File: src/hw/rtl/blpg_pkg.sv
// ----------------------------------------------------------------------------
// blpg_pkg - shared types for the Bresenham line pixel generator
// Coordinate widths, command codes and the line walk state record.
// ----------------------------------------------------------------------------
`timescale 1ns / 1ps

package blpg_pkg;

  localparam int unsigned CoordW = 9;
  localparam int unsigned YW     = 8;
  localparam int unsigned ColorW = 16;
  localparam int unsigned ErrW   = CoordW + 1;

  typedef enum logic {
    CMD_START = 1'b0,
    CMD_STEP  = 1'b1
  } cmd_e;

  typedef struct packed {
    logic                     steep;
    logic [CoordW-1:0]        major_pos;
    logic [CoordW-1:0]        major_end;
    logic [CoordW-1:0]        minor_pos;
    logic signed [ErrW-1:0]   error_term;
    logic [CoordW-1:0]        major_delta;
    logic [CoordW-1:0]        minor_delta;
    logic                     minor_up;
    logic [ColorW-1:0]        held_color;
  } line_t;

  typedef struct packed {
    logic [CoordW-1:0] pixel_x;
    logic [YW-1:0]     pixel_y;
    logic [ColorW-1:0] pixel_color;
    logic              last_pixel;
  } pixel_t;

endpackage

File: src/hw/rtl/blpg_cmd_if.sv
// ----------------------------------------------------------------------------
// blpg_cmd_if - command channel
// Valid/ready channel carrying one start or step command.
// ----------------------------------------------------------------------------
`timescale 1ns / 1ps

interface blpg_cmd_if;
  logic                           valid;
  logic                           ready;
  logic                           command;
  logic [blpg_pkg::CoordW-1:0]    start_x;
  logic [blpg_pkg::YW-1:0]        start_y;
  logic [blpg_pkg::CoordW-1:0]    end_x;
  logic [blpg_pkg::YW-1:0]        end_y;
  logic [blpg_pkg::ColorW-1:0]    pen_color;

  modport source (
    output valid, command, start_x, start_y, end_x, end_y, pen_color,
    input  ready
  );

  modport sink (
    input  valid, command, start_x, start_y, end_x, end_y, pen_color,
    output ready
  );
endinterface

File: src/hw/rtl/blpg_pix_if.sv
// ----------------------------------------------------------------------------
// blpg_pix_if - pixel channel
// Valid/ready channel carrying one emitted pixel.
// ----------------------------------------------------------------------------
`timescale 1ns / 1ps

interface blpg_pix_if;
  logic                           valid;
  logic                           ready;
  logic [blpg_pkg::CoordW-1:0]    pixel_x;
  logic [blpg_pkg::YW-1:0]        pixel_y;
  logic [blpg_pkg::ColorW-1:0]    pixel_color;
  logic                           last_pixel;

  modport source (
    output valid, pixel_x, pixel_y, pixel_color, last_pixel,
    input  ready
  );

  modport sink (
    input  valid, pixel_x, pixel_y, pixel_color, last_pixel,
    output ready
  );
endinterface

File: src/hw/rtl/blpg_setup.sv
// ----------------------------------------------------------------------------
// blpg_setup - line setup
// Derives the walk state of a new line from its two endpoints and color.
// ----------------------------------------------------------------------------
`timescale 1ns / 1ps

module blpg_setup (
  input  logic [blpg_pkg::CoordW-1:0] start_x_i,
  input  logic [blpg_pkg::YW-1:0]     start_y_i,
  input  logic [blpg_pkg::CoordW-1:0] end_x_i,
  input  logic [blpg_pkg::YW-1:0]     end_y_i,
  input  logic [blpg_pkg::ColorW-1:0] color_i,
  output blpg_pkg::line_t             line_o
);

  localparam int unsigned CW = blpg_pkg::CoordW;
  localparam int unsigned EW = blpg_pkg::ErrW;

  logic [CW-1:0] ya, yb;
  logic          x_gt, y_gt, steep, swap;
  logic [CW-1:0] adx, ady;
  logic [CW-1:0] maj0, maj1, min0, min1;
  logic [CW-1:0] minor_pos, minor_end, major_delta;

  assign ya   = CW'(start_y_i);
  assign yb   = CW'(end_y_i);
  assign x_gt = start_x_i > end_x_i;
  assign y_gt = ya > yb;
  assign adx  = x_gt ? (start_x_i - end_x_i) : (end_x_i - start_x_i);
  assign ady  = y_gt ? (ya - yb) : (yb - ya);

  // Steep lines walk along y; order so the major coordinate increases.
  assign steep = ady > adx;
  assign swap  = steep ? y_gt : x_gt;

  assign maj0 = steep ? ya : start_x_i;
  assign maj1 = steep ? yb : end_x_i;
  assign min0 = steep ? start_x_i : ya;
  assign min1 = steep ? end_x_i : yb;

  assign minor_pos   = swap ? min1 : min0;
  assign minor_end   = swap ? min0 : min1;
  assign major_delta = steep ? ady : adx;

  always_comb begin
    line_o.steep       = steep;
    line_o.major_pos   = swap ? maj1 : maj0;
    line_o.major_end   = swap ? maj0 : maj1;
    line_o.minor_pos   = minor_pos;
    line_o.major_delta = major_delta;
    line_o.minor_delta = steep ? adx : ady;
    line_o.minor_up    = minor_pos < minor_end;
    // Start the error at minus half the major delta.
    line_o.error_term  = $signed(EW'(0) - EW'(major_delta >> 1));
    line_o.held_color  = color_i;
  end

endmodule

File: src/hw/rtl/blpg_step.sv
// ----------------------------------------------------------------------------
// blpg_step - one Bresenham step
// Forms the current pixel and the walk state after it.
// ----------------------------------------------------------------------------
`timescale 1ns / 1ps

module blpg_step (
  input  blpg_pkg::line_t  line_i,
  output blpg_pkg::pixel_t pixel_o,
  output blpg_pkg::line_t  line_o
);

  localparam int unsigned CW = blpg_pkg::CoordW;
  localparam int unsigned EW = blpg_pkg::ErrW;

  logic signed [EW:0]   err_sum;
  logic signed [EW:0]   err_adj;
  logic [CW-1:0]        py_full;

  assign err_sum = $signed({line_i.error_term[EW-1], line_i.error_term})
                 + $signed({2'b00, line_i.minor_delta});
  assign err_adj = err_sum - $signed({2'b00, line_i.major_delta});
  assign py_full = line_i.steep ? line_i.major_pos : line_i.minor_pos;

  always_comb begin
    pixel_o.pixel_x     = line_i.steep ? line_i.minor_pos : line_i.major_pos;
    pixel_o.pixel_y     = py_full[blpg_pkg::YW-1:0];
    pixel_o.pixel_color = line_i.held_color;
    pixel_o.last_pixel  = line_i.major_pos == line_i.major_end;

    line_o           = line_i;
    line_o.major_pos = line_i.major_pos + CW'(1);
    // Advance the minor axis once the error crosses zero.
    if (!err_sum[EW]) begin
      line_o.minor_pos  = line_i.minor_up ? (line_i.minor_pos + CW'(1))
                                          : (line_i.minor_pos - CW'(1));
      line_o.error_term = err_adj[EW-1:0];
    end else begin
      line_o.error_term = err_sum[EW-1:0];
    end
  end

endmodule

File: src/hw/rtl/bresenham_line_pixel_generator.sv
// ----------------------------------------------------------------------------
// bresenham_line_pixel_generator - integer line rasterizer
// Path: a step's pixel goes through the input register, then the pixel register,
// before it is offered. Start and step logic is one short pass.
// Throughput: one command per cycle unless a held pixel stalls a step.
// Reset: clears the busy flag and both valid flags; line state is loaded
// by the first start command.
// ----------------------------------------------------------------------------
`timescale 1ns / 1ps

module bresenham_line_pixel_generator (
  input  logic         clk_i,
  input  logic         rst_ni,
  blpg_cmd_if.sink     cmd_i,
  blpg_pix_if.source   pix_o
);

  // Input register: holds one accepted command.
  logic                           in_valid_q;
  logic                           in_cmd_q;
  logic [blpg_pkg::CoordW-1:0]    in_sx_q, in_ex_q;
  logic [blpg_pkg::YW-1:0]        in_sy_q, in_ey_q;
  logic [blpg_pkg::ColorW-1:0]    in_color_q;

  // Walk state.
  logic                           busy_q, busy_d;
  blpg_pkg::line_t                line_q, line_d;

  // Pixel output register.
  logic                           out_valid_q, out_valid_d;
  blpg_pkg::pixel_t               out_pix_q;

  blpg_pkg::line_t                setup_line;
  blpg_pkg::line_t                step_line;
  blpg_pkg::pixel_t               step_pix;

  logic is_start, is_step, makes_pixel, out_free, in_fire, in_ready;

  blpg_setup u_setup (
    .start_x_i (in_sx_q),
    .start_y_i (in_sy_q),
    .end_x_i   (in_ex_q),
    .end_y_i   (in_ey_q),
    .color_i   (in_color_q),
    .line_o    (setup_line)
  );

  blpg_step u_step (
    .line_i  (line_q),
    .pixel_o (step_pix),
    .line_o  (step_line)
  );

  assign is_start    = in_valid_q && (in_cmd_q == blpg_pkg::CMD_START);
  assign is_step     = in_valid_q && (in_cmd_q == blpg_pkg::CMD_STEP);
  // Only a step on a live line yields a pixel; a step while idle just retires.
  assign makes_pixel = is_step && busy_q;
  assign out_free    = !out_valid_q || pix_o.ready;
  // Retire the held command unless its pixel has nowhere to go.
  assign in_fire     = in_valid_q && (!makes_pixel || out_free);
  assign in_ready    = !in_valid_q || in_fire;

  assign cmd_i.ready = in_ready;

  always_comb begin
    busy_d = busy_q;
    line_d = line_q;
    if (in_fire && is_start) begin
      // A start always wins: drop any line in progress.
      busy_d = 1'b1;
      line_d = setup_line;
    end else if (in_fire && makes_pixel) begin
      busy_d = !step_pix.last_pixel;
      line_d = step_line;
    end
  end

  always_comb begin
    out_valid_d = out_valid_q;
    if (in_fire && makes_pixel) begin
      out_valid_d = 1'b1;
    end else if (pix_o.ready) begin
      out_valid_d = 1'b0;
    end
  end

  always_ff @(posedge clk_i or negedge rst_ni) begin
    if (!rst_ni) begin
      in_valid_q  <= 1'b0;
      busy_q      <= 1'b0;
      out_valid_q <= 1'b0;
    end else begin
      if (in_ready) begin
        in_valid_q <= cmd_i.valid;
      end
      busy_q      <= busy_d;
      out_valid_q <= out_valid_d;
    end
  end

  // Payload registers: no reset needed.
  always_ff @(posedge clk_i) begin
    if (cmd_i.valid && in_ready) begin
      in_cmd_q   <= cmd_i.command;
      in_sx_q    <= cmd_i.start_x;
      in_sy_q    <= cmd_i.start_y;
      in_ex_q    <= cmd_i.end_x;
      in_ey_q    <= cmd_i.end_y;
      in_color_q <= cmd_i.pen_color;
    end
    line_q <= line_d;
    if (in_fire && makes_pixel) begin
      out_pix_q <= step_pix;
    end
  end

  assign pix_o.valid       = out_valid_q;
  assign pix_o.pixel_x     = out_pix_q.pixel_x;
  assign pix_o.pixel_y     = out_pix_q.pixel_y;
  assign pix_o.pixel_color = out_pix_q.pixel_color;
  assign pix_o.last_pixel  = out_pix_q.last_pixel;

  // The last pixel of a line ends the walk.
  a_last_ends_line: assert property (@(posedge clk_i) disable iff (!rst_ni)
    (in_fire && makes_pixel && step_pix.last_pixel) |=> !busy_q)
    else $error("walk still busy after last pixel");

  // A start leaves the block walking a line.
  a_start_sets_busy: assert property (@(posedge clk_i) disable iff (!rst_ni)
    (in_fire && is_start) |=> busy_q)
    else $error("start did not begin a line");

  // A fresh pixel only comes from a live line.
  a_pixel_needs_line: assert property (@(posedge clk_i) disable iff (!rst_ni)
    $rose(out_valid_q) |-> $past(busy_q))
    else $error("pixel produced while idle");

  // Walk invariant: error stays in [-major_delta, 0]; checked: error <= 0, minor delta <= major.
  a_error_bounds: assert property (@(posedge clk_i) disable iff (!rst_ni)
    busy_q |-> (line_q.error_term <= 0)
               && (line_q.minor_delta <= line_q.major_delta))
    else $error("error term out of range");

endmodule
File: src/flat_wrapper.sv
// flat-port wrapper written by rule: the top's interface ports become plain ports
module bresenham_line_pixel_generator_flat 
  (clk_i, rst_ni, cmd_i_valid, cmd_i_command, cmd_i_start_x, cmd_i_start_y, cmd_i_end_x, cmd_i_end_y, cmd_i_pen_color, cmd_i_ready, pix_o_valid, pix_o_pixel_x, pix_o_pixel_y, pix_o_pixel_color, pix_o_last_pixel, pix_o_ready);
  blpg_cmd_if cmd_i_i ();
  blpg_pix_if pix_o_i ();
  input  logic clk_i;
  input  logic rst_ni;
  input wire logic [$bits(cmd_i_i.valid)-1:0] cmd_i_valid;
  input wire logic [$bits(cmd_i_i.command)-1:0] cmd_i_command;
  input wire logic [$bits(cmd_i_i.start_x)-1:0] cmd_i_start_x;
  input wire logic [$bits(cmd_i_i.start_y)-1:0] cmd_i_start_y;
  input wire logic [$bits(cmd_i_i.end_x)-1:0] cmd_i_end_x;
  input wire logic [$bits(cmd_i_i.end_y)-1:0] cmd_i_end_y;
  input wire logic [$bits(cmd_i_i.pen_color)-1:0] cmd_i_pen_color;
  output wire logic [$bits(cmd_i_i.ready)-1:0] cmd_i_ready;
  output wire logic [$bits(pix_o_i.valid)-1:0] pix_o_valid;
  output wire logic [$bits(pix_o_i.pixel_x)-1:0] pix_o_pixel_x;
  output wire logic [$bits(pix_o_i.pixel_y)-1:0] pix_o_pixel_y;
  output wire logic [$bits(pix_o_i.pixel_color)-1:0] pix_o_pixel_color;
  output wire logic [$bits(pix_o_i.last_pixel)-1:0] pix_o_last_pixel;
  input wire logic [$bits(pix_o_i.ready)-1:0] pix_o_ready;
  assign cmd_i_i.valid = cmd_i_valid;
  assign cmd_i_i.command = cmd_i_command;
  assign cmd_i_i.start_x = cmd_i_start_x;
  assign cmd_i_i.start_y = cmd_i_start_y;
  assign cmd_i_i.end_x = cmd_i_end_x;
  assign cmd_i_i.end_y = cmd_i_end_y;
  assign cmd_i_i.pen_color = cmd_i_pen_color;
  assign cmd_i_ready = cmd_i_i.ready;
  assign pix_o_valid = pix_o_i.valid;
  assign pix_o_pixel_x = pix_o_i.pixel_x;
  assign pix_o_pixel_y = pix_o_i.pixel_y;
  assign pix_o_pixel_color = pix_o_i.pixel_color;
  assign pix_o_last_pixel = pix_o_i.last_pixel;
  assign pix_o_i.ready = pix_o_ready;
  bresenham_line_pixel_generator u_core (.clk_i(clk_i), .rst_ni(rst_ni), .cmd_i(cmd_i_i), .pix_o(pix_o_i));
endmodule
File: config.mk
export PLATFORM = sky130hd
export DESIGN_NAME = bresenham_line_pixel_generator_flat
export DESIGN_NICKNAME = d
export VERILOG_FILES = /design/src/hw/rtl/blpg_pkg.sv /design/src/hw/rtl/blpg_cmd_if.sv /design/src/hw/rtl/blpg_pix_if.sv /design/src/hw/rtl/blpg_setup.sv /design/src/hw/rtl/blpg_step.sv /design/src/hw/rtl/bresenham_line_pixel_generator.sv /design/src/flat_wrapper.sv
export SDC_FILE = /design/constraint.sdc
export NUM_CORES = 1
export LEC_CHECK = 0
export ABC_CLOCK_PERIOD_IN_PS = 13100
export BUFFER_PORTS_ARGS = -buffer_cell sky130_fd_sc_hd__buf_2
export CORE_UTILIZATION = 30
export DETAILED_ROUTE_END_ITERATION = 8
export PLACE_DENSITY_LB_ADDON = 0.3
export SLEW_MARGIN = 20
export SYNTH_ARGS = -nofsm -noshare
export SYNTH_HDL_FRONTEND = slang
export SYNTH_SLANG_ARGS = --single-unit
File: constraint.sdc
create_clock -name clk_i -period 13.1 [get_ports clk_i]
set_input_delay 1.31 -clock clk_i [delete_from_list [all_inputs] [get_ports clk_i]]
set_output_delay 1.31 -clock clk_i [all_outputs]
set_load 0.01 [all_outputs]
---- Yosys cells after proc, flatten, opt, wreduce, memory -nomap -nowiden ----
Index checks and enable logic that the tools add are counted.
word-level totals
  register bits after elaboration ......... 161
  bits of input ports ..................... 55
  word-level logic and storage cells ...... 80
operators by class
  $add $sub $neg .......................... 10
  magnitude comparators ................... 4
  eq/ne operators ......................... 2
  mux-type cells .......................... 24
  bitwise operators ....................... 1
  reductions and logical operators ........ 17
operators with widths
  cell                                                    count
  2-to-1 mux 9 bit                                        15
  2-to-1 mux 73 bit                                       1
  2-to-1 mux 72 bit                                       1
  adder 9 x 1 -> 9 bit (second input constant)            2
  greater-than comparator 9 bit                           2
  subtractor 8 x 8 -> 9 bit                               2
  subtractor 9 bit                                        2
  adder 10 x 10 -> 11 bit                                 1
  2-to-1 mux 10 bit                                       1
  subtractor 10 bit                                       1
  equality test 9 bit                                     1
  less-than comparator 9 bit                              1
  subtractor 1 x 8 -> 9 bit (first input constant)        1
  subtractor 9 x 1 -> 9 bit (second input constant)       1
  greater-than comparator 8 bit                           1
  2-to-1 mux 8 bit                                        1
  logical AND 1 bit                                       7
  2-to-1 mux 1 bit                                        5
  logical NOT 1 bit                                       4
  nonzero test 2 bit                                      2
  logical OR 1 bit                                        3
  inequality test 2 x 1 -> 1 bit (second input constant)  1
  AND reduction 2 bit                                     1
  inverter 1 bit                                          1

---- Longest topological paths before layout ----
  word-level depth ........................ 8
  gate-level depth with buffers ........... 31
  mapped depth without buffers ............ 29

---- Hierarchy ----
From an unflattened synthesis, not the netlist that was laid out.
unflattened totals
  cell total of the unflattened synthesis .. 1105
  area total of the unflattened synthesis .. 11673.7 µm²
modules (own cells, without submodules)
  module                          times used  cells each  area each (µm²)  sequential area each (µm²)
  bresenham_line_pixel_generator  1           257         6085.8           4819.6
  blpg_setup                      1           559         3444.6           0.0
  blpg_step                       1           289         2143.3           0.0

---- Worst setup path before layout ----
No wires, ideal clock.
  path kind ............................... reg-to-reg
  start ................................... register u_core.in_ey_q[4] (netlist bit)
  end ..................................... register u_core.line_q[16] (netlist bit), data pin
  setup time .............................. 0.190 ns
  arrival ................................. 5.490 ns
  setup slack ............................. 7.420 ns
  stages on the path, launching flop included .. 31
  clock period less this slack ............ 5.680 ns
  path through ............................ edfxtp_1 inv_1 ha_1 buf_4 and4_1 and2_4 or2_1 buf_6 nand2_4 mux2_2 xor2_1 inv_1 ha_1 nand4_1 or3_1 a21oi_2 nor2_8 buf_6 buf_2 a211oi_1 a21o_1 ha_1 a21o_1 a21o_1 a21oi_1 nor2b_1 o21ai_0 nand2b_1 a21oi_1 nor2b_1 a2111oi_2
RTL lines
  item                    line                                   text
  start, declared         bresenham_line_pixel_generator.sv:22   logic [blpg_pkg::YW-1:0] in_sy_q, in_ey_q;
  start signal, assigned  bresenham_line_pixel_generator.sv:108  in_ey_q <= cmd_i.end_y;
  end signal, assigned    bresenham_line_pixel_generator.sv:111  line_q <= line_d;
  end, declared           bresenham_line_pixel_generator.sv:27   blpg_pkg::line_t line_q, line_d;

==> impl_metrics.xml <==
<?xml version="1.0" encoding="UTF-8"?>
<metrics>
  <group name="floorplan">
    <metric name="initial_utilization" unit="%">30.7</metric>
    <metric name="boundaryPins" unit="">91</metric>
    <metric name="fp-row-count" unit="">67</metric>
    <metric name="die-width" unit="µm">188</metric>
    <metric name="fp.dieH" unit="µm">188</metric>
    <metric name="design.core.area" unit="µm²">33900</metric>
    <metric name="floorplan.die_area" unit="µm²">35500</metric>
  </group>
  <group name="logic_synthesis">
    <metric name="yosysUniqueCellTypes" unit="">79</metric>
    <metric name="syn-num-nets" unit="">1062</metric>
    <metric name="synth-seq-area-share" unit="%">46.3</metric>
    <metric name="synth_top_cells_by_area" unit="">edfxtp_1, ha_1, mux2_2</metric>
    <metric name="synth_largest_type_area_fraction" unit="%">45.6</metric>
    <metric name="yosys.area.top_type" unit="">edfxtp_1</metric>
    <metric name="post_synth_instance_area" unit="µm²">10400</metric>
    <metric name="synth_cells" unit="">923</metric>
    <metric name="synthesis.yosys.warnings" unit="">0</metric>
    <metric name="dominantRegCellSynth" unit="">edfxtp_1</metric>
    <metric name="postSynthAreaPerCell" unit="µm²">11.3</metric>
    <metric name="synth-async-reset-ratio" unit="%">1.86</metric>
    <metric name="synth-seq-cells" unit="">161</metric>
    <metric name="synth_edf_count" unit="">158</metric>
  </group>
  <group name="cts">
    <metric name="cts-root-buf" unit="">clkbuf_16</metric>
    <metric name="worst_skew_pair.late_latency" unit="ns">0.44</metric>
    <metric name="post_cts_resize_count" unit="">0</metric>
    <metric name="max-clock-path-buffers" unit="">2</metric>
    <metric name="clkSlewWorstSetupHoldPaths" unit="ns">0.07</metric>
    <metric name="cts_post_setup_buffers_inserted" unit="">0</metric>
    <metric name="cts.sink_count" unit="">161</metric>
    <metric name="cts_made_buffers" unit="">17</metric>
    <metric name="tritoncts_clock_tree" unit="">yes</metric>
    <metric name="cts.hold.buffers_added" unit="">0</metric>
    <metric name="clock_tree.htree_level_count" unit="">4</metric>
  </group>
  <group name="sta">
    <metric name="min_period_over_period" unit="%">52.3</metric>
    <metric name="achievable-frequency" unit="MHz">146</metric>
    <metric name="whs" unit="ns">0.421</metric>
    <metric name="setup_violators_final" unit="">0</metric>
    <metric name="fin_skew" unit="ns">0.0112</metric>
    <metric name="final-hold-violation-count" unit="">0</metric>
    <metric name="final.setup.tns" unit="ns">0</metric>
    <metric name="worst_slew_pin_slew" unit="ns">0.782</metric>
    <metric name="max_slew_margin" unit="%">47.8</metric>
    <metric name="drv_slew" unit="">0</metric>
    <metric name="post-route-min-period" unit="ns">6.85</metric>
    <metric name="grt_setup_unrepaired" unit="">false</metric>
  </group>
  <group name="drt">
    <metric name="wl" unit="mm">25.2</metric>
    <metric name="antenna_violating_nets_post_route" unit="">0</metric>
    <metric name="first_pass_iters" unit="">5</metric>
    <metric name="wire_length_per_cell" unit="µm">17.3</metric>
    <metric name="drc" unit="">0</metric>
    <metric name="dr.first_iter.drc_count" unit="">468</metric>
    <metric name="detailroute.via_count" unit="">7231</metric>
    <metric name="routed_via_density" unit="">4.95</metric>
  </group>
  <group name="grt">
    <metric name="antenna_violations_before_repair" unit="">0</metric>
    <metric name="global_route_wire_length_before_repair" unit="mm">39.8</metric>
    <metric name="grt_max_degree" unit="">62</metric>
    <metric name="overflow" unit="">0</metric>
    <metric name="grt_use_total" unit="%">14.5</metric>
    <metric name="grt_pass1_vias" unit="">7300</metric>
  </group>
  <group name="worst_setup_path">
    <metric name="reg2reg_setup_slack" unit="ns">6.25</metric>
    <metric name="worst_path_max_delay_cell" unit="">nor2_8</metric>
    <metric name="cp-start-kind" unit="">flop</metric>
    <metric name="critPathTopFamily" unit="">compound AO/OA/AOI/OAI gates</metric>
    <metric name="cp_num_buf_inv" unit="">2</metric>
    <metric name="worstPathMaxFanout" unit="">45</metric>
    <metric name="timing.critical_path.required" unit="ns">13.35</metric>
    <metric name="slowest_delay" unit="ns">0.63</metric>
    <metric name="timing.setup.critical_path_class" unit="">flop to flop</metric>
    <metric name="timing.critical_path.to_type" unit="">flop</metric>
    <metric name="critPathArrivalTime" unit="ns">7.10</metric>
  </group>
  <group name="finish">
    <metric name="antennaDiodeCount" unit="">0</metric>
    <metric name="layout-area-overhead-vs-synth" unit="%">14.3</metric>
    <metric name="drive_gt1_share" unit="%">20.3</metric>
    <metric name="layout_commonest_cell" unit="">edfxtp_1</metric>
    <metric name="final.fill_count" unit="">3456</metric>
    <metric name="nNetsFinal" unit="">1139</metric>
    <metric name="commonest_cells_after_routing_fill_and_taps_aside" unit="">edfxtp_1, buf_2, ha_1</metric>
  </group>
  <group name="flow_run">
    <metric name="maxCapViolations" unit="">0</metric>
  </group>
  <group name="pwr">
    <metric name="p_leak" unit="nW">4.97</metric>
    <metric name="worst_ir_drop_on_vdd" unit="mV">0.119</metric>
    <metric name="power_density" unit="nW/µm²">201</metric>
  </group>
  <group name="status">
    <metric name="outcome" unit="">completed</metric>
  </group>
  <group name="placement">
    <metric name="place.gp.congestion" unit="">0.862</metric>
    <metric name="dp.final_hpwl" unit="mm">18.7</metric>
    <metric name="io_buffer_count" unit="">90</metric>
  </group>
  <group name="worst_hold_path">
    <metric name="holdCritPathClass" unit="">flop to flop</metric>
  </group>
</metrics>
==> per-stage QoR <==
step / area, µm² / util (%) / power (mW) / instances / setup WS [ns]
floorplan: 10400 / - / 1.61 / 923 / 7.42
global placement: 11300 / 33.3 / 1.86 / 1429 / 6.28
detailed placement: 11300 / 33.3 / 1.87 / 1429 / 6.19
CTS: 11900 / 35.1 / 2.41 / 1461 / 6.17
global route: 11900 / 35.1 / 2.56 / 1461 / 5.58
finish: 11900 / 35.1 / 2.39 / 1461 / 6.25
==> path summary, 6_finish.rpt <==
check	start	to	cells after the start
max	u_core.in_ey_q[1]$_DFFE_PP_	u_core.line_q[16]$_DFFE_PP_	26
max reg2reg	u_core.in_ey_q[1]$_DFFE_PP_	u_core.line_q[16]$_DFFE_PP_	26
min reg2reg	u_core.line_q[1]$_DFFE_PP_	u_core.pix_o.pixel_color[1]$_DFFE_PP_	0
min	u_core.line_q[1]$_DFFE_PP_	u_core.pix_o.pixel_color[1]$_DFFE_PP_	0
max in group asynchronous	rst_ni	u_core.busy_q$_DFFE_PN0P_	1
min in group asynchronous	rst_ni	u_core.in_valid_q$_DFFE_PN0N_	1
==> report_power, final <==
part | switching, mW | internal [mW]
registers | 0.0430 | 0.672
logic | 0.649 | 0.494
clock network | 0.239 | 0.292
==> synthesized netlist by cell type, types with 6 or more instances <==
cell type and count:
a211oi_1 33, a21o_1 38, a21oi_1 45, and2_1 26, buf_2 9, buf_4 6
clkbuf_1 18, edfxtp_1 158, fa_1 7, ha_1 77, inv_1 70, mux2_2 35
mux2i_1 34, nand2_1 42, nand3_1 13, nand4_1 11, nor2_1 58, nor2b_1 19
nor3_1 18, o211ai_1 9, o21a_1 10, o21ai_0 19, o21ai_1 7, o21bai_1 8
o22ai_1 7, xnor2_1 28, xor2_1 17
==> layer usage <==
metal  track usage (%)  part of all wire, %  routed length [µm]
met5                 0                    0                   0
met4              4.96                  2.1                 539
met3              2.01                  2.9                 730
met2              24.8                   48               12200
met1              18.8                   47               11800
==> worst register-to-register path: stages, from the launching register on <==
cell and delay [ns]:
edfxtp_1 0.53, inv_1 0.14, ha_1 0.34, nor2b_1 0.16
o31ai_2 0.41, a21bo_2 0.34, nand2_4 0.09, mux2_2 0.29
xor2_1 0.20, inv_1 0.09, ha_1 0.30, nand4_1 0.18
o211ai_1 0.52, a21oi_2 0.23, nor2_8 0.63, mux2i_1 0.41
mux2i_1 0.16, ha_1 0.35, a21o_1 0.16, a21o_1 0.18
a21oi_1 0.15, nor2b_1 0.06, o21ai_0 0.15, nand2b_1 0.07
a21oi_1 0.15, nor2b_1 0.07, a2111oi_2 0.32
==> flip-flops by register name, summed over array words and instances (netlist names) <==
register                  flops
u_core.line_q                73
u_core.pix_o.last_pixel       1
u_core.in_sx_q                9
u_core.pix_o.pixel_x          9
u_core.in_ey_q                8
u_core.pix_o.pixel_color     16
u_core.pix_o.valid            1
u_core.busy_q                 1
u_core.in_color_q            16
u_core.pix_o.pixel_y          8
u_core.in_sy_q                8
u_core.in_valid_q             1
u_core.in_ex_q                9
u_core.in_cmd_q               1
==> final cells by class <==
type	count	area [µm²]	area share, %
Clock buffer	17	425	3.58
Inverter	70	263	2.21
Multi-Input combinational cell	653	5140	43.2
Sequential cell	161	4820	40.5
Clock inverter	15	190	1.60
Timing Repair Buffer	97	503	4.23
Tap cell	448	561	4.71
==> cell families (layout without fill, tap and decap cells) <==
family	after synthesis	count (layout)	synth area share [%]
AOI/OAI and AO/OA	225	225	15.6
muxes	71	71	7.34
buffers and inverters	109	199	4.61
DFF	161	161	46.3
and+or+nand+nor	227	227	11.7
xor gates and xnor gates	46	46	3.94
adders and majority gates	84	84	10.6
Note: power is estimated with default switching activity, not from simulation.
